[config.mk]
export PLATFORM = sky130hd
export DESIGN_NAME = pcr_udiv
export DESIGN_NICKNAME = d
export VERILOG_FILES = /design/src/hw/rtl/particle_circle_reflect_top_assert.svh /design/src/hw/rtl/pcr_pkg.sv /design/src/hw/rtl/pcr_udiv.sv
export SDC_FILE = /design/constraint.sdc
export NUM_CORES = 2
export LEC_CHECK = 0
export ABC_AREA = 1
export BUFFER_PORTS_ARGS = -buffer_cell sky130_fd_sc_hd__buf_4
export CAP_MARGIN = 5
export CORE_MARGIN = 3
export CORE_UTILIZATION = 45
export DETAILED_ROUTE_END_ITERATION = 10
export PLACE_DENSITY_LB_ADDON = 0.15
export SLEW_MARGIN = 15
export SYNTH_ARGS = -nofsm -noshare
export SYNTH_HDL_FRONTEND = slang
export SYNTH_SLANG_ARGS = --single-unit
[constraint.sdc]
create_clock -name clk -period 4.95 [get_ports clk]
set_clock_uncertainty 0.1 [all_clocks]
set_input_delay 1.485 -clock clk [delete_from_list [all_inputs] [get_ports clk]]
set_output_delay 1.485 -clock clk [all_outputs]
set_load 0.02 [all_outputs]
[src/hw/rtl/particle_circle_reflect_top_assert.svh]
// Assertion macros for the particle circle reflect block.
// Used by particle_circle_reflect_top; expects clk and arst_n in scope.
`ifndef PARTICLE_CIRCLE_REFLECT_TOP_ASSERT_SVH
`define PARTICLE_CIRCLE_REFLECT_TOP_ASSERT_SVH

// same-cycle implication
`define PCR_ASSERT_IMP(lbl, ante, cons, msg) \
	lbl: assert property (@(posedge clk) disable iff (!arst_n) (ante) |-> (cons)) \
		else $error(msg);

// next-cycle implication
`define PCR_ASSERT_NXT(lbl, ante, cons, msg) \
	lbl: assert property (@(posedge clk) disable iff (!arst_n) (ante) |=> (cons)) \
		else $error(msg);

`endif

[src/hw/rtl/pcr_pkg.sv]
// Package for the particle circle reflect block: widths, register indexes,
// pipeline carry types and saturation helpers. No dependencies.
package pcr_pkg;

	localparam int POS_W     = 20;
	localparam int VEL_W     = 17;
	localparam int DT_W      = 16;
	localparam int PR_W      = 16;
	localparam int CR_W      = 18;
	localparam int CFG_W     = 18;
	localparam int IDX_W     = 4;
	localparam int MOV_W     = 21;
	localparam int DIF_W     = 22;
	localparam int RAD_W     = 44;
	localparam int ROOT_W    = 22;
	localparam int SQ_STEPS  = 22;
	localparam int NUM_W     = 38;
	localparam int Q_W       = 17;
	localparam int DIV_STEPS = 17;
	localparam int N_W       = 18;
	localparam int OV_W      = 24;
	localparam int PW_W      = 28;
	localparam int VW_W      = 22;

	localparam logic [PR_W-1:0] PR_RESET = 16'd1280;
	localparam logic [CR_W-1:0] CR_RESET = 18'd25600;

	typedef enum logic [IDX_W-1:0] {
		REG_PART_RAD         = 4'd0,
		REG_CONTAINER_RADIUS = 4'd1
	} reg_idx_t;

	typedef struct packed {
		logic signed [MOV_W-1:0] px;
		logic signed [MOV_W-1:0] py;
		logic signed [VEL_W-1:0] vx;
		logic signed [VEL_W-1:0] vy;
		logic signed [DIF_W-1:0] dx;
		logic signed [DIF_W-1:0] dy;
	} carry_t;

	typedef struct packed {
		logic signed [MOV_W-1:0] px;
		logic signed [MOV_W-1:0] py;
		logic signed [VEL_W-1:0] vx;
		logic signed [VEL_W-1:0] vy;
		logic signed [OV_W-1:0]  ov;
		logic                    coll;
		logic                    sx;
		logic                    sy;
	} mid_t;

	function automatic logic [POS_W-1:0] sat_pos(input logic signed [PW_W-1:0] v);
		logic signed [PW_W-1:0] hi;
		logic signed [PW_W-1:0] lo;
		hi = PW_W'((64'sd1 <<< (POS_W-1)) - 64'sd1);
		lo = -hi - PW_W'(1);
		if (v > hi) return hi[POS_W-1:0];
		if (v < lo) return lo[POS_W-1:0];
		return v[POS_W-1:0];
	endfunction

	function automatic logic [VEL_W-1:0] sat_vel(input logic signed [VW_W-1:0] v);
		logic signed [VW_W-1:0] hi;
		logic signed [VW_W-1:0] lo;
		hi = VW_W'((64'sd1 <<< (VEL_W-1)) - 64'sd1);
		lo = -hi - VW_W'(1);
		if (v > hi) return hi[VEL_W-1:0];
		if (v < lo) return lo[VEL_W-1:0];
		return v[VEL_W-1:0];
	endfunction

endpackage

[src/hw/rtl/pcr_udiv.sv]
// Pipelined restoring divider, one quotient bit per stage.
// Depends on pcr_pkg for widths and stage count.
module pcr_udiv (
	input  logic                        clk,
	input  logic                        en,
	input  logic [pcr_pkg::NUM_W-1:0]   num,
	input  logic [pcr_pkg::ROOT_W-1:0]  den,
	output logic [pcr_pkg::Q_W-1:0]     quo
);
	localparam int DW = pcr_pkg::NUM_W + 1;

	logic [pcr_pkg::NUM_W-1:0]  rem_s [pcr_pkg::DIV_STEPS];
	logic [pcr_pkg::ROOT_W-1:0] den_s [pcr_pkg::DIV_STEPS];
	logic [pcr_pkg::Q_W-1:0]    q_s   [pcr_pkg::DIV_STEPS];

	for (genvar gk = 0; gk < pcr_pkg::DIV_STEPS; gk++) begin : g_step
		localparam int J = pcr_pkg::DIV_STEPS - 1 - gk;
		logic [pcr_pkg::NUM_W-1:0]  rin;
		logic [pcr_pkg::ROOT_W-1:0] din;
		logic [pcr_pkg::Q_W-1:0]    qin;
		logic [DW-1:0]              dsh;
		if (gk == 0) begin : g_first
			assign rin = num;
			assign din = den;
			assign qin = '0;
		end else begin : g_next
			assign rin = rem_s[gk-1];
			assign din = den_s[gk-1];
			assign qin = q_s[gk-1];
		end
		assign dsh = DW'(din) << J;
		always_ff @(posedge clk) begin
			if (en) begin
				den_s[gk] <= din;
				if ({1'b0, rin} >= dsh) begin
					rem_s[gk] <= rin - dsh[pcr_pkg::NUM_W-1:0];
					q_s[gk]   <= qin | (pcr_pkg::Q_W'(1) << J);
				end else begin
					rem_s[gk] <= rin;
					q_s[gk]   <= qin;
				end
			end
		end
	end

	assign quo = q_s[pcr_pkg::DIV_STEPS-1];
endmodule

Word-level counts from Yosys, hierarchy flattened
Memory sizes are Yosys's and may differ from the RTL's.
Cells that the tools add are included.
Storage, ports and cells
  bits in latches: 0
  memories kept: 3
  logic and storage cells: 209
  output and inout port bits: 17
  register bits: 0
  bits of input ports: 62
  memory bits (read-only): 0
  bits in writable memories: 1309
Memory list
  rem_s: words 17, width 38, read ports 16, clocked after Yosys merged registers in 0, wr ports 17, line pcr_udiv.sv:12  | logic [pcr_pkg::NUM_W-1:0] rem_s [pcr_pkg::DIV_STEPS];
  den_s: words 17, width 22, read ports 16, clocked after Yosys merged registers in 0, wr ports 17, line pcr_udiv.sv:13  | logic [pcr_pkg::ROOT_W-1:0] den_s [pcr_pkg::DIV_STEPS];
  q_s: words 17, width 17, read ports 17, clocked after Yosys merged registers in 0, wr ports 17, line pcr_udiv.sv:14  | logic [pcr_pkg::Q_W-1:0] q_s [pcr_pkg::DIV_STEPS];
Operators by class
  equal/unequal tests: 0
  bitwise gates (word level): 34
  order comparisons: 17
  mux-type cells: 138
  reductions and logical operators: 0
  multiply operators: 0
  div/mod/pow operators: 0
  shift-type cells: 0
  $add $sub $neg: 17
Operators with widths (number)
  $mux 38: 17
  $mux 17: 17
  $mux 1: 104
  $ge 38x22->1: 1
  $ge 38x23->1: 1
  $ge 38x24->1: 1
  $ge 38x25->1: 1
  $ge 38x26->1: 1
  $ge 38x27->1: 1
  $ge 38x28->1: 1
  $ge 38x29->1: 1
  $ge 38x30->1: 1
  $ge 38x31->1: 1
  $ge 38x32->1: 1
  $ge 38x33->1: 1
  $ge 38x34->1: 1
  $ge 38x35->1: 1
  $ge 38x36->1: 1
  $ge 38x37->1: 1
  $ge 38x38->1: 1
  $sub 38x22->38: 1
  $sub 38x23->38: 1
  $sub 38x24->38: 1
  $sub 38x25->38: 1
  other kinds (14): 47

Depth between registers and ports, before layout
An unclocked memory read counts as a cell.
  word-level depth: 6
  depth in mapped cells: 16
  mapped depth without buffers: 16

Worst setup path after synthesis
No wires, ideal clock.
  path kind: input to register
  start point: in en
  end point: mem q_s[14][10] (netlist name), enable pin
  stages: 3
  arrival: 3.368 ns
  setup slack: 1.053 ns
  path buffers: 3
  required time: 4.421 ns
  setup time: 0.429 ns
  path through: buf_4 clkbuf_1 clkbuf_1
RTL lines
  start, declared: line pcr_udiv.sv:5  | input logic en,
  end, declared: line pcr_udiv.sv:14

==> metrics.cfg <==
[status]
status = complete, no violations

[synthesis]
seq_area_frac_synth_pct = 47.2
synth.ff_latch_count = 1113
syn-cell-area_um2 = 70900
syn_inst = 8911
netlist-cell-type-count = 50
synth_fp_nets = 9363
ys_async_sr_fraction_pct = 0
synth_edf_count = 1113
synth_ff_type = edfxtp_1
yosysWarnings = 0
avgSynthCellArea_um2 = 7.95

[timing]
hold_viol = 0
drv_slew = 0
rsz0062_at_grt = false
fin_crit_sh_pct = 69.5
maxClockFrequency_ghz = 0.291
fin_ws_ns = 1.51
fin_crit_ns = 3.44
slew_headroom_pct = 34.7
tightest_slew_ns = 0.970
setup_viol = 0
setup_tns_ns = 0

[min_path]
worst_hold_path_type = register to register
worstHoldPathCells = 0

[cts]
cts_buffer_depth = 3
clk_pin_slew_worst_paths_ns = 0.06
hold_buffers = 0
clkLatencyLatePin_ns = 0.76
cts.sinks = 1113
cts_tree = built
post_cts_buffers = 0
cts-root-buf = clkbuf_16
cts_resized = 0
htreeDepth = 4
numCtsBuffers = 130

[detailed_routing]
dr_wl_met3_um = 14900
drtIter0Drc = 5804
post_drt_wl_per_cell_um = 19.6
met1_length_um = 101000
vias = 58400
wl_met2_um = 97500
wl_um = 220000
drtPass1Iterations = 6
via_per_inst = 5.21
remaining_drc_errors = 0
detail-route-antenna-nets = 0
maxUsedRoutingLayer = met5

[floorplanning]
rows = 144
start_util_pct = 45.6
die_w_um = 403
die_y_um = 403
ioPinCount = 79
core-area_um2 = 155000
die_area_um2 = 162000

[placement]
place_area_um2 = 73600
gp_congestion = 0.976
portBuffers = 78
dp_slack_ns = 0.682
dpl.hpwl_um = 177000

[worst_setup_path]
reg2reg_depth = 15
crit_type = input pin to register
required_ns = 5.35
rrSetupSlack_ns = 1.55
crit_path_end_kind = register
cp.arrival_ns = 3.84
critPathMaxFanout = 24
critPathLaunchType = input pin

[layout]
num-fill-cells = 15100
fin_area_um2 = 77900
nNetsFinal = 9502
area_delta_synth_final_pct = 9.94
layout-drive-gt1-share_pct = 4.81

[grt]
grt_pass1_wl_um = 330000
grt_pass1_vias = 54300
grt_max_degree = 151
grtUsageTotal_pct = 26.7
overflow = 0
grt_antenna_before_repair = 3

[power]
vdd_drop_max_mv = 0.363
p_leak_nw = 36.8
p_per_area_nw_per_um2 = 547
total_power_mw = 42.6

[run]
drv_cap = 0

==> layout make-up <==
type	instances	area, um2	area share (%)
sequential	1113	33400	42.9
multi-input combinational	6149	30900	39.6
inverter	1551	5830	7.49
clock buffer	153	3420	4.40
tap	2044	2560	3.28
clock inverter	77	911	1.17
timing repair buffer	105	858	1.10
antenna	4	10.0	0.0128
==> layer usage <==
metal  GRT usage, %  vias up
li1               -    29100
met1           38.2    27100
met2           41.9     1885
met3           4.18      294
met4           7.38        2
met5              0        -
==> worst max-delay path: stages <==
cell and delay [ns]:
buf_8 0.29, inv_2 0.36, buf_4 0.24, nor4_1 0.79, nand4_1 0.20, nor2_1 0.15, nand2_1 0.06, a21oi_1 0.12
nand2_1 0.06
==> through the flow <==
step / hold slack, ns / instances / utilization (%)
detailed placement: 0.305 / 11000 / 47.4
floorplan: 0.300 / 8911 / -
global placement: 0.300 / 11000 / 47.4
finish: 0.311 / 11200 / 50.2
global route: 0.320 / 11200 / 50.2
CTS: 0.314 / 11200 / 50.2
==> placed cells by master, fill, tap and decap left out, types with 12 or more instances in the layout <==
cell       instances
or2_2             22
nand2_2           28
edfxtp_1        1113
nor2_2            31
xnor2_1           64
xor2_1           159
o21ai_0          224
clkinv_2          15
nand3b_1          71
buf_4             99
clkbuf_16        134
fa_1              16
nand2_1         3005
nand3_1          592
a21oi_1          357
inv_2             12
clkinv_1          20
o21bai_1          35
clkbuf_1          19
nor3_1           107
inv_1           1535
and2_1            18
nand4_1          153
nor4_1            27
bufinv_16         17
ha_1             374
nor2_1           775
==> state kept, by name, indices dropped and copies added (netlist names) <==
signal	flops
den_s	352
q_s	153
rem_s	608
==> worst paths after layout <==
path | startpoint | end
min | q_s[6][10] | q_s[7][10]
min reg2reg | q_s[6][10] | q_s[7][10]
max | en | q_s[16][0]
max reg2reg | rem_s[9][6] | rem_s[10][8]
==> cell families (layout without fill, tap and decap cells) <==
family,Yosys count,in the layout,share of synthesized area (%)
fa+ha+maj,390,390,7.06
xor+xnor,223,223,2.76
buf+inv,1649,1886,9.25
other cells,0,4,0
compound gates,665,665,4.98
simple gates,4871,4871,28.8
flops,1113,1113,47.2
==> Yosys cell counts (28+ instances only) <==
library cell / count / area [um2]
a21oi_1: 357 / 1790
buf_2: 28 / 140
buf_6: 32 / 360
edfxtp_1: 1113 / 33400
ha_1: 374 / 4680
inv_1: 1535 / 5760
nand2_1: 3005 / 11300
nand2_2: 28 / 175
nand3_1: 592 / 2960
nand3b_1: 71 / 533
nand4_1: 153 / 957
nor2_1: 776 / 2910
nor2_2: 30 / 188
nor3_1: 107 / 536
o21ai_0: 224 / 1120
o21bai_1: 35 / 263
xnor2_1: 64 / 561
xor2_1: 159 / 1390
==> power by group <==
group          internal [mW]  total [mW]  switching [mW]  leakage, nW
clock                   5.86        9.78            3.92         2.10
combinational           5.78        17.8            12.0         23.9
sequential              13.1        15.1            1.94         10.7
total                   24.8        42.6            17.9         36.8
(Power assumes the default switching activity.)
