[src/hw/rtl/particle_circle_reflect_top_assert.svh]
// Assertion macros for the particle circle reflect block.
// Used by particle_circle_reflect_top; expects clk and arst_n in scope.
`ifndef PARTICLE_CIRCLE_REFLECT_TOP_ASSERT_SVH
`define PARTICLE_CIRCLE_REFLECT_TOP_ASSERT_SVH

// same-cycle implication
`define PCR_ASSERT_IMP(lbl, ante, cons, msg) \
	lbl: assert property (@(posedge clk) disable iff (!arst_n) (ante) |-> (cons)) \
		else $error(msg);

// next-cycle implication
`define PCR_ASSERT_NXT(lbl, ante, cons, msg) \
	lbl: assert property (@(posedge clk) disable iff (!arst_n) (ante) |=> (cons)) \
		else $error(msg);

`endif

[src/hw/rtl/pcr_pkg.sv]
// Package for the particle circle reflect block: widths, register indexes,
// pipeline carry types and saturation helpers. No dependencies.
package pcr_pkg;

	localparam int POS_W     = 20;
	localparam int VEL_W     = 17;
	localparam int DT_W      = 16;
	localparam int PR_W      = 16;
	localparam int CR_W      = 18;
	localparam int CFG_W     = 18;
	localparam int IDX_W     = 4;
	localparam int MOV_W     = 21;
	localparam int DIF_W     = 22;
	localparam int RAD_W     = 44;
	localparam int ROOT_W    = 22;
	localparam int SQ_STEPS  = 22;
	localparam int NUM_W     = 38;
	localparam int Q_W       = 17;
	localparam int DIV_STEPS = 17;
	localparam int N_W       = 18;
	localparam int OV_W      = 24;
	localparam int PW_W      = 28;
	localparam int VW_W      = 22;

	localparam logic [PR_W-1:0] PR_RESET = 16'd1280;
	localparam logic [CR_W-1:0] CR_RESET = 18'd25600;

	typedef enum logic [IDX_W-1:0] {
		REG_PART_RAD         = 4'd0,
		REG_CONTAINER_RADIUS = 4'd1
	} reg_idx_t;

	typedef struct packed {
		logic signed [MOV_W-1:0] px;
		logic signed [MOV_W-1:0] py;
		logic signed [VEL_W-1:0] vx;
		logic signed [VEL_W-1:0] vy;
		logic signed [DIF_W-1:0] dx;
		logic signed [DIF_W-1:0] dy;
	} carry_t;

	typedef struct packed {
		logic signed [MOV_W-1:0] px;
		logic signed [MOV_W-1:0] py;
		logic signed [VEL_W-1:0] vx;
		logic signed [VEL_W-1:0] vy;
		logic signed [OV_W-1:0]  ov;
		logic                    coll;
		logic                    sx;
		logic                    sy;
	} mid_t;

	function automatic logic [POS_W-1:0] sat_pos(input logic signed [PW_W-1:0] v);
		logic signed [PW_W-1:0] hi;
		logic signed [PW_W-1:0] lo;
		hi = PW_W'((64'sd1 <<< (POS_W-1)) - 64'sd1);
		lo = -hi - PW_W'(1);
		if (v > hi) return hi[POS_W-1:0];
		if (v < lo) return lo[POS_W-1:0];
		return v[POS_W-1:0];
	endfunction

	function automatic logic [VEL_W-1:0] sat_vel(input logic signed [VW_W-1:0] v);
		logic signed [VW_W-1:0] hi;
		logic signed [VW_W-1:0] lo;
		hi = VW_W'((64'sd1 <<< (VEL_W-1)) - 64'sd1);
		lo = -hi - VW_W'(1);
		if (v > hi) return hi[VEL_W-1:0];
		if (v < lo) return lo[VEL_W-1:0];
		return v[VEL_W-1:0];
	endfunction

endpackage

[src/hw/rtl/pcr_isqrt.sv]
// Pipelined integer square root, one result bit per stage.
// Depends on pcr_pkg for widths and stage count.
module pcr_isqrt (
	input  logic                         clk,
	input  logic                         en,
	input  logic [pcr_pkg::RAD_W-1:0]    rad,
	output logic [pcr_pkg::ROOT_W-1:0]   root
);
	localparam int RW = pcr_pkg::RAD_W + 1;

	logic [pcr_pkg::RAD_W-1:0] rem_s [pcr_pkg::SQ_STEPS];
	logic [RW-1:0]             rt_s  [pcr_pkg::SQ_STEPS];

	for (genvar gk = 0; gk < pcr_pkg::SQ_STEPS; gk++) begin : g_step
		localparam logic [RW-1:0] BIT = RW'(1) << (2 * (pcr_pkg::SQ_STEPS - 1 - gk));
		logic [pcr_pkg::RAD_W-1:0] vin;
		logic [RW-1:0]             rin;
		logic [RW-1:0]             t;
		if (gk == 0) begin : g_first
			assign vin = rad;
			assign rin = '0;
		end else begin : g_next
			assign vin = rem_s[gk-1];
			assign rin = rt_s[gk-1];
		end
		assign t = rin + BIT;
		always_ff @(posedge clk) begin
			if (en) begin
				if ({1'b0, vin} >= t) begin
					rem_s[gk] <= vin - t[pcr_pkg::RAD_W-1:0];
					rt_s[gk]  <= (rin >> 1) + BIT;
				end else begin
					rem_s[gk] <= vin;
					rt_s[gk]  <= rin >> 1;
				end
			end
		end
	end

	assign root = rt_s[pcr_pkg::SQ_STEPS-1][pcr_pkg::ROOT_W-1:0];
endmodule

[config.mk]
export PLATFORM = sky130hd
export DESIGN_NAME = pcr_isqrt
export DESIGN_NICKNAME = d
export VERILOG_FILES = /design/src/hw/rtl/particle_circle_reflect_top_assert.svh /design/src/hw/rtl/pcr_pkg.sv /design/src/hw/rtl/pcr_isqrt.sv
export SDC_FILE = /design/constraint.sdc
export NUM_CORES = 2
export LEC_CHECK = 0
export CAP_MARGIN = 5
export CORE_MARGIN = 8
export CORE_UTILIZATION = 50
export CTS_CLUSTER_SIZE = 28
export DETAILED_ROUTE_END_ITERATION = 12
export DONT_BUFFER_PORTS = 1
export PLACE_DENSITY = 0.76
export SLEW_MARGIN = 0
export SYNTH_ARGS = -nofsm -noshare
export SYNTH_HDL_FRONTEND = slang
export SYNTH_SLANG_ARGS = --single-unit
[constraint.sdc]
create_clock -name clk -period 4.6 [get_ports clk]
set_input_delay 0.92 -clock clk [delete_from_list [all_inputs] [get_ports clk]]
set_output_delay 0.92 -clock clk [all_outputs]
set_load 0.1 [all_outputs]
# Yosys cells after proc, flatten, opt, wreduce, memory -nomap -nowiden
# Memories as Yosys holds them, arrays and structs flattened.
# Index checks and enable logic that the tools add are counted.
[totals] latchBits=0 mem_count=2 output_inout_bits=22 elab_cells=308 romBits=0 register_bits=0 inputBits=46 mem_bits_rw=1958
[classes] div=0 eq_ne=0 multipliers=0 add_sub_neg=64 magnitude_cmp=22 n_mux=176 n_bitwise=44 n_shift=0 n_reduce_logical=0
[mem_list] memory="rt_s" words=22 width=45 read_ports=22 rd_ports_with_merged_regs=0 write_ports=22 line="pcr_isqrt.sv:12" source="logic [RW-1:0] rt_s [pcr_pkg::SQ_STEPS];"
[mem_list] memory="rem_s" words=22 width=44 read_ports=21 rd_ports_with_merged_regs=0 write_ports=22 line="pcr_isqrt.sv:11" source="logic [pcr_pkg::RAD_W-1:0] rem_s [pcr_pkg::SQ_STEPS];"
[ops] cell="$mux 45" n=22
[ops] cell="$mux 44" n=22
[ops] cell="$ge 44x45->1" n=21
[ops] cell="$sub 44x44->44" n=21
[ops] cell="$mux 1" n=132
[ops] cell="$add 44x1->45 const B" n=1
[ops] cell="$add 44x11->45 const B" n=1
[ops] cell="$add 44x13->45 const B" n=1
[ops] cell="$add 44x15->45 const B" n=1
[ops] cell="$add 44x17->45 const B" n=1
[ops] cell="$add 44x19->45 const B" n=1
[ops] cell="$add 44x21->45 const B" n=1
[ops] cell="$add 44x23->45 const B" n=1
[ops] cell="$add 44x25->45 const B" n=1
[ops] cell="$add 44x27->45 const B" n=1
[ops] cell="$add 44x29->45 const B" n=1
[ops] cell="$add 44x3->45 const B" n=1
[ops] cell="$add 44x31->45 const B" n=1
[ops] cell="$add 44x33->45 const B" n=1
[ops] cell="$add 44x35->45 const B" n=1
[ops] cell="$add 44x37->45 const B" n=1
[ops] cell="$add 44x39->45 const B" n=1
[ops] cell="$add 44x41->45 const B" n=1
[ops] cell="$add 44x5->45 const B" n=1
[ops] cell="26 further kinds" n=69

# Longest topological paths before layout
# An unclocked memory read counts as a cell.
[logic_depth] ltp_word=7 mapped_depth=14 ltp_nobuf=14

# Worst setup path before layout
# No wires, ideal clock.
[synth_timing] kind="input to register" startpoint="input en" endpoint="memory rem_s[2][44] (netlist name), enable pin" setup_ns=0.442 stages=3 arrival_time_ns=3.158 setup_slack_ns=1.001 required_ns=4.158 path_buffers=3 path_cell_list="clkbuf_1 clkbuf_1 clkbuf_1"
[synth_lines] item="start, declared" line="pcr_isqrt.sv:5" source="input logic en,"
[synth_lines] item="end, declared" line="pcr_isqrt.sv:11"

==> impl_table.tex <==
\begin{tabular}{lr}
\hline
Metric & Value \\
\hline
\multicolumn{2}{l}{\textbf{Floorplanning}} \\
\quad Effective utilization at floorplan & 50.2\% \\
\quad Total Die Area & 122,000 um2 \\
\quad Floorplan row count & 122 \\
\quad Core area & 110,000 um2 \\
\quad I/O Pins & 68 \\
\quad Horiz. Die Dim & 349 um \\
\quad Chip height & 349 um \\
\multicolumn{2}{l}{\textbf{Critical path}} \\
\quad Largest delay share family, worst path & simple AND/OR/NAND/NOR gates \\
\quad Crit-path max cell delay & 0.59 ns \\
\quad Worst setup SP type & flop \\
\quad Slack of the worst reg-to-reg path & 0.63 ns \\
\quad Worst R2R Path Depth & 10 \\
\quad Worst setup path class & flop to flop \\
\quad Required time of the critical path & 5.04 ns \\
\quad Cell at the slowest stage of the critical path & or4b\_2 \\
\quad Type of destination of the critical path & flop \\
\quad Buffers \& Inverters on Critical Path & 0 \\
\quad Reg2reg start & rem\_s[2][94] \\
\quad CP arrival & 4.41 ns \\
\quad Critical path cell sequence & ha\_1 -> or4b\_2 -> or4\_1 -> nor4\_1 -> nor4b\_2 -> nand2\_1 -> a211o\_1 -> nand4\_1 -> nor3\_1 -> xor2\_1 \\
\quad Peak fanout along the critical path & 14 \\
\quad Capture point of the worst reg-to-reg path & rem\_s[2][170] \\
\multicolumn{2}{l}{\textbf{Logic synthesis}} \\
\quad Net count after synthesis & 4,644 \\
\quad Most area-hungry cell type in the Yosys netlist & edfxtp\_1 \\
\quad Async S/R FF share, synth & 0\% \\
\quad Share of synthesized area occupied by flip-flops and latches & 63.7\% \\
\quad Mapped Area & 55,400 um2 \\
\quad Leading register cell type out of synthesis & edfxtp\_1 \\
\quad EDFF count, synth & 1,177 \\
\quad Instance count of the mapped netlist & 4,326 \\
\quad Area share of the largest cell type after synthesis & 63.7\% \\
\quad Synth top area cells & edfxtp\_1, ha\_1, xnor2\_1 \\
\quad Yosys warning count & 0 \\
\quad Flip-flop and latch count after synthesis & 1,177 \\
\quad Post-synth cell types & 87 \\
\quad Avg Cell Area, Syn & 12.8 um2 \\
\multicolumn{2}{l}{\textbf{Route}} \\
\quad Initial DRT Pass Iterations & 8 \\
\quad Drt drc & 0 \\
\quad Sum of routed wire length over all layers & 115,000 um \\
\quad Iter 0 DRT Violations & 2,324 \\
\quad Drt via density & 5.65 \\
\quad Remaining antenna violation count & 0 \\
\quad Via count & 33,892 \\
\quad Average wire length per cell after detail routing & 19.3 um \\
\multicolumn{2}{l}{\textbf{Placed design}} \\
\quad Number of I/O port buffers & 0 \\
\quad Final HPWL DP & 85,500 um \\
\quad Routability congestion estimate from global placement & 0.944 \\
\quad Dpl ws & 0.713 ns \\
\multicolumn{2}{l}{\textbf{Power and ir drop}} \\
\quad Clock power frac & 34.9\% \\
\quad Comb pwr share & 15.7\% \\
\quad Leakage & 23.0 nW \\
\quad Total power per unit cell area & 474 nW/um2 \\
\quad Relative contribution of sequential cells to total power & 49.4\% \\
\quad Design internal power & 21.3 mW \\
\quad Power dissipated by switching net loads & 7.86 mW \\
\quad Peak ir drop on the vdd network & 0.520 mV \\
\quad Switching Fraction & 26.9\% \\
\multicolumn{2}{l}{\textbf{CTS}} \\
\quad Longest Clk Path Bufs & 3 \\
\quad TritonCTS sink count & 1,177 \\
\quad Count of cells resized by post-cts repair & 0 \\
\quad Clock insertion delay at the later pin of the skew report & 0.75 ns \\
\quad Clock buffer count from CTS & 118 \\
\quad Root buffer cell & clkbuf\_16 \\
\quad Clock slew seen by the registers of the worst setup and hold paths & 0.06 ns \\
\quad CTS tree & yes \\
\quad Buffers inserted during post-CTS setup optimization & 0 \\
\quad Number of H-tree levels & 3 \\
\quad Cts-stage hold buffer count & 0 \\
\multicolumn{2}{l}{\textbf{STA}} \\
\quad Hold Violations, Final & 0 \\
\quad Achievable Freq & 0.252 GHz \\
\quad Final setup violation count & 0 \\
\quad Final-report max-slew violation count & 0 \\
\quad Remaining max-slew budget at the tightest pin & 20.9\% \\
\quad Worst setup skew after layout & 0.100 ns \\
\quad Share of the cycle needed by the critical path after routing & 86.4\% \\
\quad Setup repair after global routing missed its margin & no \\
\quad Worst path setup slack after routing & 0.626 ns \\
\quad Sum of negative setup slack & 0 ns \\
\quad Crit path time final & 3.97 ns \\
\quad Transition time at the pin with the least slew margin & 1.18 ns \\
\multicolumn{2}{l}{\textbf{Global route}} \\
\quad Maximum number of pins on one net before global-route repair & 180 \\
\quad Overflow left after global routing & 0 \\
\quad Global-route usage over all layers & 18.7\% \\
\quad Antenna violations before repair & 0 \\
\quad Global-route wire length before repair & 181,000 um \\
\quad Vias in the first global route & 34,529 \\
\multicolumn{2}{l}{\textbf{Finish}} \\
\quad Fraction of final layout cells sized beyond drive strength 1 & 6.97\% \\
\quad Layout overhead on the synthesized area & 11.1\% \\
\quad Inserted Diodes & 0 \\
\quad Fill cell total of the finished layout & 8,519 \\
\quad Sequential cell area & 35,300 um2 \\
\quad Net count, final & 4,719 \\
\quad Area occupied by multi-input gates & 18,500 um2 \\
\multicolumn{2}{l}{\textbf{Worst hold path}} \\
\quad Hold/Removal Path Class & input pin to flop \\
\quad Hold Path Depth & 0 \\
\quad Hold worst-path end & rem\_s[0][31] \\
\quad Hold\_sp & rad[31] \\
\multicolumn{2}{l}{\textbf{Run status}} \\
\quad Run status & completed \\
\multicolumn{2}{l}{\textbf{Run}} \\
\quad Maximum capacitance violations & 0 \\
\hline
\end{tabular}
==> cell usage after synthesis, types with 36 or more instances <==
| library cell | instances |
|---|---|
| xnor2_1 | 205 |
| nor2b_1 | 36 |
| nor3_1 | 133 |
| a21o_1 | 79 |
| nand3_1 | 75 |
| clkbuf_1 | 73 |
| nand2b_1 | 65 |
| nand2_1 | 304 |
| xor2_1 | 184 |
| nor2_1 | 242 |
| edfxtp_1 | 1177 |
| ha_1 | 272 |
| nor4_1 | 139 |
| o21a_1 | 41 |
| or3_1 | 38 |
| nand4_1 | 59 |
| a21oi_1 | 206 |
| o21ai_0 | 250 |
| inv_1 | 340 |
==> registers in the layout (all words and copies together), names as in the netlist <==
signal and flops:
rem_s 924, rt_s 253
==> power groups by stage <==
stage	Combinational (mW)	Clock, mW	Sequential [mW]
3_3_place_gp	4.39	0	14.6
4_1_cts	4.58	10.4	14.4
3_5_place_dp	4.53	0	14.6
2_1_floorplan	3.56	0	14.2
6_report	4.60	10.2	14.4
5_1_grt	5.11	10.8	14.5
==> kinds of logic (layout without fill, tap and decap cells) <==
| group | after synthesis | count (layout) | share of synthesized area, % |
|---|---|---|---|
| compound gates | 765 | 765 | 8.47 |
| xor+xnor | 389 | 389 | 6.14 |
| fa+ha+maj | 272 | 272 | 6.14 |
| buf+inv | 429 | 609 | 2.95 |
| flops | 1177 | 1177 | 63.7 |
| mux | 39 | 39 | 0.772 |
| simple gates | 1255 | 1255 | 11.8 |
==> cell type report <==
| type | instances | area share (%) |
|---|---|---|
| flip-flops and latches | 1177 | 57.4 |
| well taps | 1488 | 3.02 |
| clock inverters | 94 | 2.02 |
| clock buffers | 131 | 4.87 |
| inverters | 342 | 2.08 |
| repair buffers | 42 | 0.585 |
| multi-input cells | 2720 | 30.0 |
==> per-stage QoR <==
step / util (%) / area, um2 / power [mW] / hold WS, ns / instances
detailed placement: 52.0 / 57300 / 19.1 / 0.425 / 5769
global route: 55.8 / 61600 / 30.4 / 0.214 / 5994
CTS: 55.8 / 61600 / 29.4 / 0.204 / 5994
global placement: 52.0 / 57300 / 19.0 / 0.424 / 5769
floorplan: - / 55400 / 17.8 / 0.417 / 4326
finish: 55.8 / 61600 / 29.2 / 0.258 / 5994
==> worst max-delay path by stage <==
stage                  start             to  slack (ns)  cells past startpoint
2_1_floorplan             en   rem_s[2][44]        1.00                      3
3_3_place_gp   rem_s[0][319]   rem_s[1][40]        0.77                      9
3_5_place_dp    rem_s[2][94]  rem_s[2][170]        0.71                     10
4_1_cts         rem_s[2][94]  rem_s[2][170]        0.62                     10
5_1_grt        rem_s[1][194]  rem_s[1][263]        0.39                     14
6_report        rem_s[2][94]  rem_s[2][170]        0.63                     10
==> layout by cell type (no fill, tap or decap), types with 36 or more instances in the layout <==
master and n:
a21oi_1 206, nor2b_1 36, xor2_1 184, o21ai_0 250, xnor2_1 205, nor4_1 138
nand2_1 304, edfxtp_1 1177, nor3_1 133, o21a_1 41, nand4_1 59, nor2_1 242
nand3_1 75, inv_1 340, or3_1 38, nand2b_1 65, clkbuf_16 118, a21o_1 79
buf_4 39, ha_1 272
==> per-layer routing <==
layer / part of all wire [%] / global-route usage, % / routed length [um] / vias up
met2: 55 / 36.8 / 63400 / 940
met1: 34 / 18.1 / 39700 / 16328
met5: 0 / 0 / 0 / -
li1: - / - / - / 16279
met3: 3.7 / 2.53 / 4240 / 345
met4: 7.0 / 11.7 / 8120 / 0
Power figures use the tool's default switching activity.
